### src/ppgt_pkg.sv
`timescale 1ns / 1ps

package ppgt_pkg;

    // Default table geometry.
    localparam int SLOTS_DEFAULT      = 64;
    localparam int LEVEL_BITS_DEFAULT = 8;

    // Operation codes of an input item.
    localparam logic OP_SUBSCRIBE = 1'b0;
    localparam logic OP_RETIRE    = 1'b1;

    typedef struct packed {
        logic       opcode;
        logic [5:0] slot_id;
        logic [7:0] priority_req;
    } cmd_t;

    typedef struct packed {
        logic       holder_valid;
        logic [5:0] holder_slot;
        logic [7:0] holder_level;
        logic       started_active;
        logic       paused_valid;
        logic [5:0] paused_slot;
    } result_t;

endpackage

### src/preemptive_priority_grant_table.sv
`timescale 1ns / 1ps

// Preemptive fixed-priority grant table. An item is taken at a rising edge
// where start is high and busy is low, and exactly one result item follows,
// shown on result for the single cycle in which done is high. The receiver
// cannot stall: capture result whenever done is high. A subscribe, a retire
// of a slot outside the table, and any item taken while the configured enable
// bit is low never raise busy, and the result appears in the cycle after the item
// is taken. A retire with the scheduler enabled rescans the whole table one
// entry per cycle through the single read port of the level memory and one
// shared compare unit; done is raised in the cycle busy falls, so a new item
// may be issued that cycle. The configuration register is written by cfg_we
// and cfg_wdata and must only be changed while the block is idle.
module preemptive_priority_grant_table
    import ppgt_pkg::*;
#(
    parameter int SLOTS      = SLOTS_DEFAULT,
    parameter int LEVEL_BITS = LEVEL_BITS_DEFAULT
)
(
    input  logic    clk,
    input  logic    rst_n,
    input  logic    cfg_we,
    input  logic    cfg_wdata,
    input  logic    start,
    input  cmd_t    cmd,
    output logic    busy,
    output logic    done,
    output result_t result
);

    localparam int SLOT_W = $clog2(SLOTS);
    localparam int CNT_W  = $clog2(SLOTS + 1);

    localparam logic [CNT_W-1:0] CNT_LAST = CNT_W'(SLOTS);

    // Sequencer states.
    localparam logic [1:0] ST_IDLE   = 2'd0;
    localparam logic [1:0] ST_SCAN   = 2'd1;
    localparam logic [1:0] ST_FINISH = 2'd2;

    // Table storage. Valid and awake flags are flops cleared at reset; levels live in a
    // memory whose read data is used only for valid entries.
    logic [LEVEL_BITS-1:0] level_mem [SLOTS];
    logic [SLOTS-1:0]      valid_reg;
    logic [SLOTS-1:0]      awake_reg;

    logic                  enable_reg;
    logic [1:0]            state_reg, state_next;
    logic [CNT_W-1:0]      cnt_reg, cnt_next;

    // Scan pipeline: read stage, then compare stage.
    logic                  pend_reg, pend_next;
    logic                  v_pipe_reg;
    logic [SLOT_W-1:0]     idx_pipe_reg;
    logic [LEVEL_BITS-1:0] rd_level_reg;

    logic                  found_reg, found_next;
    logic [SLOT_W-1:0]     best_slot_reg, best_slot_next;
    logic [LEVEL_BITS-1:0] best_level_reg, best_level_next;

    // Grant holder.
    logic                  gv_reg, gv_next;
    logic [SLOT_W-1:0]     gs_reg, gs_next;
    logic [LEVEL_BITS-1:0] gl_reg, gl_next;

    logic                  done_reg, done_next;
    result_t               res_reg, res_next;

    logic                  accept;
    logic                  in_range;
    logic [SLOT_W-1:0]     slot_idx;
    logic [LEVEL_BITS-1:0] req_level;
    logic [SLOT_W-1:0]     scan_idx;

    logic                  mem_we;
    logic                  set_valid, clr_valid;
    logic                  wake_en, sleep_en;
    logic [SLOT_W-1:0]     wake_idx, sleep_idx;
    logic                  emit, started, paused_v;
    logic [SLOT_W-1:0]     paused_s;

    assign accept    = start && (state_reg == ST_IDLE);
    assign busy      = (state_reg != ST_IDLE);
    assign done      = done_reg;
    assign result    = res_reg;

    assign in_range  = (32'(cmd.slot_id) < 32'(SLOTS));
    assign slot_idx  = SLOT_W'(cmd.slot_id);
    assign req_level = LEVEL_BITS'(cmd.priority_req);

    // The counter runs one past the last entry to drain the compare stage.
    assign scan_idx  = (cnt_reg == CNT_LAST) ? '0 : cnt_reg[SLOT_W-1:0];
    assign pend_next = (state_reg == ST_SCAN) && (cnt_reg != CNT_LAST);

    always_comb
    begin
        state_next      = state_reg;
        cnt_next        = cnt_reg;
        found_next      = found_reg;
        best_slot_next  = best_slot_reg;
        best_level_next = best_level_reg;
        gv_next         = gv_reg;
        gs_next         = gs_reg;
        gl_next         = gl_reg;
        done_next       = 1'b0;
        res_next        = res_reg;
        mem_we          = 1'b0;
        set_valid       = 1'b0;
        clr_valid       = 1'b0;
        wake_en         = 1'b0;
        wake_idx        = slot_idx;
        sleep_en        = 1'b0;
        sleep_idx       = slot_idx;
        emit            = 1'b0;
        started         = 1'b0;
        paused_v        = 1'b0;
        paused_s        = '0;

        case (state_reg)
            ST_IDLE:
            begin
                if (accept)
                begin
                    emit = 1'b1;
                    if (in_range)
                    begin
                        if (cmd.opcode == OP_SUBSCRIBE)
                        begin
                            set_valid = 1'b1;
                            mem_we    = 1'b1;
                            if (!enable_reg)
                            begin
                                started = 1'b1;
                            end
                            else if (!gv_reg || (req_level > gl_reg))
                            begin
                                // A different holder loses the grant and is put to sleep.
                                if (gv_reg && (gs_reg != slot_idx))
                                begin
                                    sleep_en  = 1'b1;
                                    sleep_idx = gs_reg;
                                    paused_v  = 1'b1;
                                    paused_s  = gs_reg;
                                end
                                gv_next = 1'b1;
                                gs_next = slot_idx;
                                gl_next = req_level;
                                wake_en = 1'b1;
                                started = 1'b1;
                            end
                        end
                        else
                        begin
                            clr_valid = 1'b1;
                            sleep_en  = 1'b1;
                            if (enable_reg)
                            begin
                                emit       = 1'b0;
                                state_next = ST_SCAN;
                                cnt_next   = '0;
                                found_next = 1'b0;
                            end
                        end
                    end
                end
            end

            ST_SCAN:
            begin
                if (cnt_reg != CNT_LAST)
                begin
                    cnt_next = cnt_reg + 1'b1;
                end
                else
                begin
                    state_next = ST_FINISH;
                end
                // Highest level wins; the strict compare keeps the lowest slot on ties.
                if (pend_reg && v_pipe_reg && (!found_reg || (rd_level_reg > best_level_reg)))
                begin
                    found_next      = 1'b1;
                    best_slot_next  = idx_pipe_reg;
                    best_level_next = rd_level_reg;
                end
            end

            ST_FINISH:
            begin
                emit       = 1'b1;
                state_next = ST_IDLE;
                gv_next    = found_reg;
                gs_next    = found_reg ? best_slot_reg : '0;
                gl_next    = found_reg ? best_level_reg : '0;
                wake_en    = found_reg;
                wake_idx   = best_slot_reg;
            end

            default:
            begin
                state_next = ST_IDLE;
            end
        endcase

        if (emit)
        begin
            done_next               = 1'b1;
            res_next.holder_valid   = gv_next;
            res_next.holder_slot    = gv_next ? 6'(gs_next) : 6'd0;
            res_next.holder_level   = gv_next ? 8'(gl_next) : 8'd0;
            res_next.started_active = started;
            res_next.paused_valid   = paused_v;
            res_next.paused_slot    = 6'(paused_s);
        end
    end

    always_ff @(posedge clk or negedge rst_n)
    begin
        if (!rst_n)
        begin
            enable_reg     <= 1'b0;
            state_reg      <= ST_IDLE;
            cnt_reg        <= '0;
            pend_reg       <= 1'b0;
            found_reg      <= 1'b0;
            best_slot_reg  <= '0;
            best_level_reg <= '0;
            gv_reg         <= 1'b0;
            gs_reg         <= '0;
            gl_reg         <= '0;
            done_reg       <= 1'b0;
            res_reg        <= '0;
            valid_reg      <= '0;
            awake_reg      <= '0;
        end
        else
        begin
            if (cfg_we)
            begin
                enable_reg <= cfg_wdata;
            end
            state_reg      <= state_next;
            cnt_reg        <= cnt_next;
            pend_reg       <= pend_next;
            found_reg      <= found_next;
            best_slot_reg  <= best_slot_next;
            best_level_reg <= best_level_next;
            gv_reg         <= gv_next;
            gs_reg         <= gs_next;
            gl_reg         <= gl_next;
            done_reg       <= done_next;
            res_reg        <= res_next;
            if (set_valid)
            begin
                valid_reg[slot_idx] <= 1'b1;
            end
            if (clr_valid)
            begin
                valid_reg[slot_idx] <= 1'b0;
            end
            if (sleep_en)
            begin
                awake_reg[sleep_idx] <= 1'b0;
            end
            if (wake_en)
            begin
                awake_reg[wake_idx] <= 1'b1;
            end
        end
    end

    // Level memory: one write port for subscribes, one registered read port for the scan.
    always_ff @(posedge clk)
    begin
        if (mem_we)
        begin
            level_mem[slot_idx] <= req_level;
        end
        rd_level_reg <= level_mem[scan_idx];
        v_pipe_reg   <= valid_reg[scan_idx];
        idx_pipe_reg <= scan_idx;
    end

endmodule
### config.mk
export PLATFORM = sky130hd
export DESIGN_NAME = preemptive_priority_grant_table
export DESIGN_NICKNAME = d
export VERILOG_FILES = /design/src/ppgt_pkg.sv /design/src/preemptive_priority_grant_table.sv
export SDC_FILE = /design/constraint.sdc
export NUM_CORES = 1
export LEC_CHECK = 0
export BUFFER_PORTS_ARGS = -buffer_cell sky130_fd_sc_hd__buf_2
export CELL_PAD_IN_SITES_DETAIL_PLACEMENT = 1
export CELL_PAD_IN_SITES_GLOBAL_PLACEMENT = 2
export CORE_UTILIZATION = 40
export DETAILED_ROUTE_END_ITERATION = 12
export PLACE_DENSITY = 0.67
export SLEW_MARGIN = 0
export SYNTH_ARGS = -nofsm -noshare
export SYNTH_HDL_FRONTEND = slang
export SYNTH_SLANG_ARGS = --single-unit
### constraint.sdc
create_clock -name clk -period 4.08 [get_ports clk]
set_input_delay 0.408 -clock clk [delete_from_list [all_inputs] [get_ports clk]]
set_output_delay 0.408 -clock clk [all_outputs]
set_load 0.005 [all_outputs]
# Word level (Yosys, flattened, before mapping)
# Memory sizes are Yosys's and may differ from the RTL's. A register that Yosys moved wholly into a read port is not among the register bits.
# Cells that the tools add are included.
# classes
n_addsub	1
magnitude_cmp	5
n_eq_ne	11
muxes	71
bitwise_logic	3
n_reduce_logical	17
# op_table
op	n
two-way mux 64 bit	2
two-way mux 6 bit	13
AND 64 bit	1
NOT 64 bit	1
OR 64 bit	1
two-way mux 8 bit	6
two-way mux 1 bit	33
two-way mux 7 bit	4
greater-than comparator 8 bit	2
one-hot mux 8 bit (2 select lines)	1
less-than comparator 6 x 7 -> 1 bit, second input constant	2
one-hot mux 7 bit (2 select lines)	1
one-hot mux 6 bit (2 select lines)	1
AND reduction 5 bit	2
two-way mux 2 bit	4
!= test 2 bit, second input constant	4
adder 7 x 1 -> 7 bit, second input constant	1
equality test 7 bit, second input constant	1
!= test 7 bit, second input constant	1
binary-select mux 1 bit (select 6 bit)	1
demux 1 bit (select 6 bit)	1
>= comparator 6 x 1 -> 1 bit, second input constant	1
logical AND 1 bit	6
!= test 6 bit	1
other kinds (11)	17
# word_totals
ff_bits	136
mem_bits_rw	512
inputBits	20
output_inout_bits	25
word_cells	129
memories	1
# mem_list
name	words	width	read_ports	rd_clocked_by_memory_dff	wr	line	text
level_mem	64	8	1	1	1	preemptive_priority_grant_table.sv:44	logic [LEVEL_BITS-1:0] level_mem [SLOTS];

# Longest topological paths before layout
# logic_depth
ltp_word	8
mapped_depth	15
mapped_depth_nobuf	9

# Worst setup path after synthesis
# No wires, ideal clock.
# synth_path
path_type	flip-flop to flip-flop
start	register cnt_reg[1]
end	register rd_level_reg[0] (read register of level_mem)
setup_ps	133
arrival_ps	2865
required_ps	3947
slack_ps	1083
stages_incl_launch_ff	15
n_path_buf	6
synth_period_minus_slack_ps	2997
cell_sequence	dfrtp_1 buf_2 buf_2 clkinv_1 clkbuf_1 ha_1 and4bb_2 buf_4 a21o_1 clkbuf_1 buf_2 o22ai_1 nor2_1 o41ai_1 o32ai_1
# synth_via
elab_chain_cells	2
# synth_lines
element	line	text
from (decl)	preemptive_priority_grant_table.sv:50	logic [CNT_W-1:0] cnt_reg, cnt_next;
from (signal assigned)	preemptive_priority_grant_table.sv:243	cnt_reg <= cnt_next;
equality test 7 bit	preemptive_priority_grant_table.sv:93	assign scan_idx = (cnt_reg == CNT_LAST) ? '0 : cnt_reg[SLOT_W-1:0];
two-way mux 6 bit *	preemptive_priority_grant_table.sv:93	
to (decl)	preemptive_priority_grant_table.sv:56	logic [LEVEL_BITS-1:0] rd_level_reg;
# Every way passes the cells marked *; elsewhere a longest branch is shown, timed or not.
# A chain may end at the register's enable or synchronous reset.

# Final worst setup path
# layout_path
start	register cnt_reg[4]
end	register rd_level_reg[4] (read register of level_mem)
# The elaborated chain is that of the path after synthesis.

==> report_table.html <==
<table>
<tr><th>Metric</th><th>Value</th></tr>
<tr><th colspan="2">Finish</th></tr>
<tr><td>Synthesis-to-finish area growth</td><td>14.9%</td></tr>
<tr><td>Fraction of layout instances using a drive strength above 1</td><td>16.1%</td></tr>
<tr><td>Non-filler cells, final</td><td>2938</td></tr>
<tr><td>Final antenna diode count</td><td>0</td></tr>
<tr><td>Final nets</td><td>2044</td></tr>
<tr><td>Number of flip-flops in the largest register</td><td>512</td></tr>
<tr><td>Post-layout instance area</td><td>31200 um^2</td></tr>
<tr><th colspan="2">STA</th></tr>
<tr><td>Unrepaired setup endpoints after global routing</td><td>no</td></tr>
<tr><td>Final setup violation count</td><td>0</td></tr>
<tr><td>Rel. slew slack</td><td>13.1%</td></tr>
<tr><td>Number of pins exceeding their max-slew limit in the final report</td><td>0</td></tr>
<tr><td>Total negative slack</td><td>0 ns</td></tr>
<tr><td>Share of the clock period used by the worst path after layout</td><td>89.7%</td></tr>
<tr><td>Transition at the pin with the smallest max-transition slack</td><td>1.30 ns</td></tr>
<tr><td>Final period demand of the worst path</td><td>3.66 ns</td></tr>
<tr><td>Hold violation count in the final report</td><td>0</td></tr>
<tr><td>Worst Clk Skew</td><td>approximately 0.024 ns</td></tr>
<tr><td>Maximum clock frequency</td><td>273 MHz</td></tr>
<tr><th colspan="2">Yosys</th></tr>
<tr><td>Yosys cell types</td><td>79</td></tr>
<tr><td>Number of flops mapped to enable cells by yosys</td><td>512</td></tr>
<tr><td>Yosys warning total</td><td>0</td></tr>
<tr><td>Largest area contributor in the netlist</td><td>edfxtp_1</td></tr>
<tr><td>Top-area cell type share of the netlist area</td><td>56.6%</td></tr>
<tr><td>Share of the yosys chip area belonging to registers</td><td>69.6%</td></tr>
<tr><td>Syn Inst Count</td><td>1915</td></tr>
<tr><td>Average instance area after synthesis</td><td>14.2 um^2</td></tr>
<tr><td>#FFs+latches synth</td><td>roughly 660</td></tr>
<tr><td>Syn_nets</td><td>just under 2000</td></tr>
<tr><td>Top area cells in the synthesized netlist</td><td>edfxtp_1 57%, dfrtp_1 12%, mux2i_1 5.1%, o21ai_0 2.9%, mux2_2 1.5%</td></tr>
<tr><td>Synth Flop Type</td><td>edfxtp_1</td></tr>
<tr><td>Async set-reset flop share out of synthesis</td><td>19.7%</td></tr>
<tr><td>Mapped cell area</td><td>~27000 um^2</td></tr>
<tr><th colspan="2">Critical path</th></tr>
<tr><td>Data required time at the worst endpoint</td><td>about 4.5 ns</td></tr>
<tr><td>Worst setup path category</td><td>reg2reg</td></tr>
<tr><td>Startpoint types</td><td>flip-flop</td></tr>
<tr><td>Arr. time, crit path</td><td>~4.1 ns</td></tr>
<tr><td>Crit Path Max Fanout</td><td>38</td></tr>
<tr><td>CP endpoint kind</td><td>flip-flop</td></tr>
<tr><th colspan="2">Floorplanning</th></tr>
<tr><td>Floorplan die height</td><td>263 um</td></tr>
<tr><td>Num rows</td><td>95</td></tr>
<tr><td>DIE AREA</td><td>69000 um^2</td></tr>
<tr><td>Die X-Extent</td><td>about 260 um</td></tr>
<tr><td>Initial cell density of the core</td><td>about 40%</td></tr>
<tr><td>Area of the core region</td><td>about 67000 um^2</td></tr>
<tr><td>Top Ports</td><td>45</td></tr>
<tr><th colspan="2">Clocking</th></tr>
<tr><td>Inserted Clock Buffers</td><td>between 70 and 80</td></tr>
<tr><td>CTS tree</td><td>done</td></tr>
<tr><td>Post-CTS resize count</td><td>0</td></tr>
<tr><td>Register clock-pin slew on the reported worst setup and hold paths</td><td>~0.06 ns</td></tr>
<tr><td>Clock latency on the worst-skew pair</td><td>0.62 ns</td></tr>
<tr><td>Maximum count of clock buffers along a single path</td><td>3</td></tr>
<tr><td>Number of buffers inserted to repair setup after CTS</td><td>0</td></tr>
<tr><td>CTS Sinks</td><td>between 600 and 700</td></tr>
<tr><td>Clk root buf</td><td>clkbuf_16</td></tr>
<tr><td>Number of H-tree branching levels</td><td>3</td></tr>
<tr><td>Number of hold buffers added after CTS</td><td>1</td></tr>
<tr><th colspan="2">Place</th></tr>
<tr><td>Number of port buffers</td><td>44</td></tr>
<tr><td>Sum of net half-perimeters after detailed placement</td><td>60500 um</td></tr>
<tr><td>Placer's final routability congestion estimate</td><td>0.887</td></tr>
<tr><td>Placement Cell Area</td><td>~29000 um^2</td></tr>
<tr><td>Cell total after placement</td><td>2801</td></tr>
<tr><th colspan="2">Routing</th></tr>
<tr><td>Initial DRT Pass Iterations</td><td>7</td></tr>
<tr><td>Number of routed nets with antenna violations</td><td>0</td></tr>
<tr><td>DR WL/cell</td><td>roughly 32 um</td></tr>
<tr><td>Vias</td><td>17735</td></tr>
<tr><td>Via count normalized by instance count</td><td>between 6 and 7</td></tr>
<tr><td>DRC violation total after the first TritonRoute iteration</td><td>1816</td></tr>
<tr><td>Final wirelength</td><td>92900 um</td></tr>
<tr><td>DRC errors left</td><td>0</td></tr>
<tr><th colspan="2">Pwr</th></tr>
<tr><td>Power Total</td><td>14300 uW</td></tr>
<tr><td>Total power per unit cell area</td><td>457 nW/um^2</td></tr>
<tr><td>Pleak</td><td>between 0.01 and 0.015 uW</td></tr>
<tr><td>Worst ir drop on vdd</td><td>0.000324 V</td></tr>
<tr><th colspan="2">Status</th></tr>
<tr><td>Result of the run</td><td>finished, final reports clean</td></tr>
<tr><th colspan="2">Global routing</th></tr>
<tr><td>Wire length of the first global-routing pass</td><td>135000 um</td></tr>
<tr><td>Number of antenna violations at the first check in global routing</td><td>2</td></tr>
<tr><td>Total routing usage reported by global routing</td><td>between 20% and 30%</td></tr>
<tr><td>Final global-route overflow total</td><td>0</td></tr>
<tr><td>Largest net degree at the start of global routing</td><td>91</td></tr>
<tr><td>Via count of the first global-routing pass</td><td>18246</td></tr>
<tr><th colspan="2">Min path</th></tr>
<tr><td>Classification of the worst-slack hold path</td><td>in2reg</td></tr>
<tr><th colspan="2">Job</th></tr>
<tr><td>Number of maximum-capacitance violations</td><td>0</td></tr>
</table>
## placed cells by master (no fill, tap or decap), types with 17 or more instances in the layout
cell	netlist	routed
nor2_1	75	75
ha_1	18	18
a221oi_1	34	34
a211oi_1	30	30
inv_1	41	41
edfxtp_1	512	512
mux2i_1	138	138
nand3_1	47	47
nand2_1	98	98
buf_4	2	108
nor2b_1	20	19
clkbuf_1	91	20
nand2b_1	24	24
mux2_2	36	36
o31ai_1	43	43
a21oi_1	77	77
dfrtp_1	129	126
clkbuf_16	0	79
o221ai_1	17	17
nor3_1	28	28
o21ai_0	158	157
o22ai_1	21	21
buf_2	43	43
## cells in the mapped netlist, drive strengths merged, types with 30 or more instances
master	number
mux2i	138
clkbuf	91
mux2	36
inv	42
nor2	75
a221oi	34
edfxtp	512
buf	52
nand2	98
nand3	47
a211oi	30
o31ai	43
o21ai	162
a21oi	79
dfrtp	129
## final cells by class
type	instances	area (um^2)
fillers	6615	35900
flip-flops and latches	656	18900
multi-input cells	1072	7500
clock buffers	101	2080
repair buffers	158	1130
well taps	873	1090
clock inverters	34	349
inverters	44	168
## path summary, 6_finish.rpt
path	slack, ns	to	cells past startpoint	startpoint
hold reg to reg	0.47	best_slot_reg[2]	1	idx_pipe_reg[2]
setup / recovery	0.42	rd_level_reg[4]	9	cnt_reg[4]
max in group asynchronous	2.74	valid_reg[21]	3	rst_n
min in group asynchronous	0.41	result[22]	2	rst_n
hold / removal	0.02	enable_reg	2	cfg_wdata
setup reg to reg	0.42	rd_level_reg[4]	9	cnt_reg[4]
## stage by stage
stage                     hold slack [ns]  worst slack [ns]  util [%]
after detailed placement            0.456             0.297      42.9
after CTS                         0.00452             0.277      46.5
after floorplan                     0.112              1.08         -
after global placement              0.448             0.350      42.9
final                              0.0207             0.422      46.5
after global routing               0.0176             0.336      46.5
## metal layers
metal	global-route usage, %	wire length [um]
met1	38.4	41100
met3	4.41	5400
met2	42.3	43300
met5	0	5
met4	9.27	3120
## worst max-delay path: stages, from the launching register on
cell and delay (ns):
dfrtp_1 0.39, buf_4 0.31, and4bb_2 0.60, nand2_1 0.09, buf_4 0.23, o21ai_1 0.35
a2111oi_0 0.32, buf_4 0.24, o41ai_1 0.82, o22ai_1 0.16
## cell families after synthesis
| group | Yosys count | synth area share [%] |
|---|---|---|
| multiplexers | 186 | 7.57 |
| buffers and inverters | 187 | 2.87 |
| adder cells (fa/ha/maj) | 18 | 0.829 |
| XOR/XNOR | 11 | 0.355 |
| flip-flops | 656 | 69.6 |
| AND/OR/NAND/NOR | 345 | 6.22 |
| AO/OA/AOI/OAI | 512 | 12.6 |
## where the power goes
part	switching [uW]	internal [uW]	leakage, uW
clock network	2730	4020	0.00119
logic	244	46.6	0.00298
registers	7.26	7220	0.00647
total	2980	11300	0.0106
Note: power is estimated with default switching activity, not from simulation.
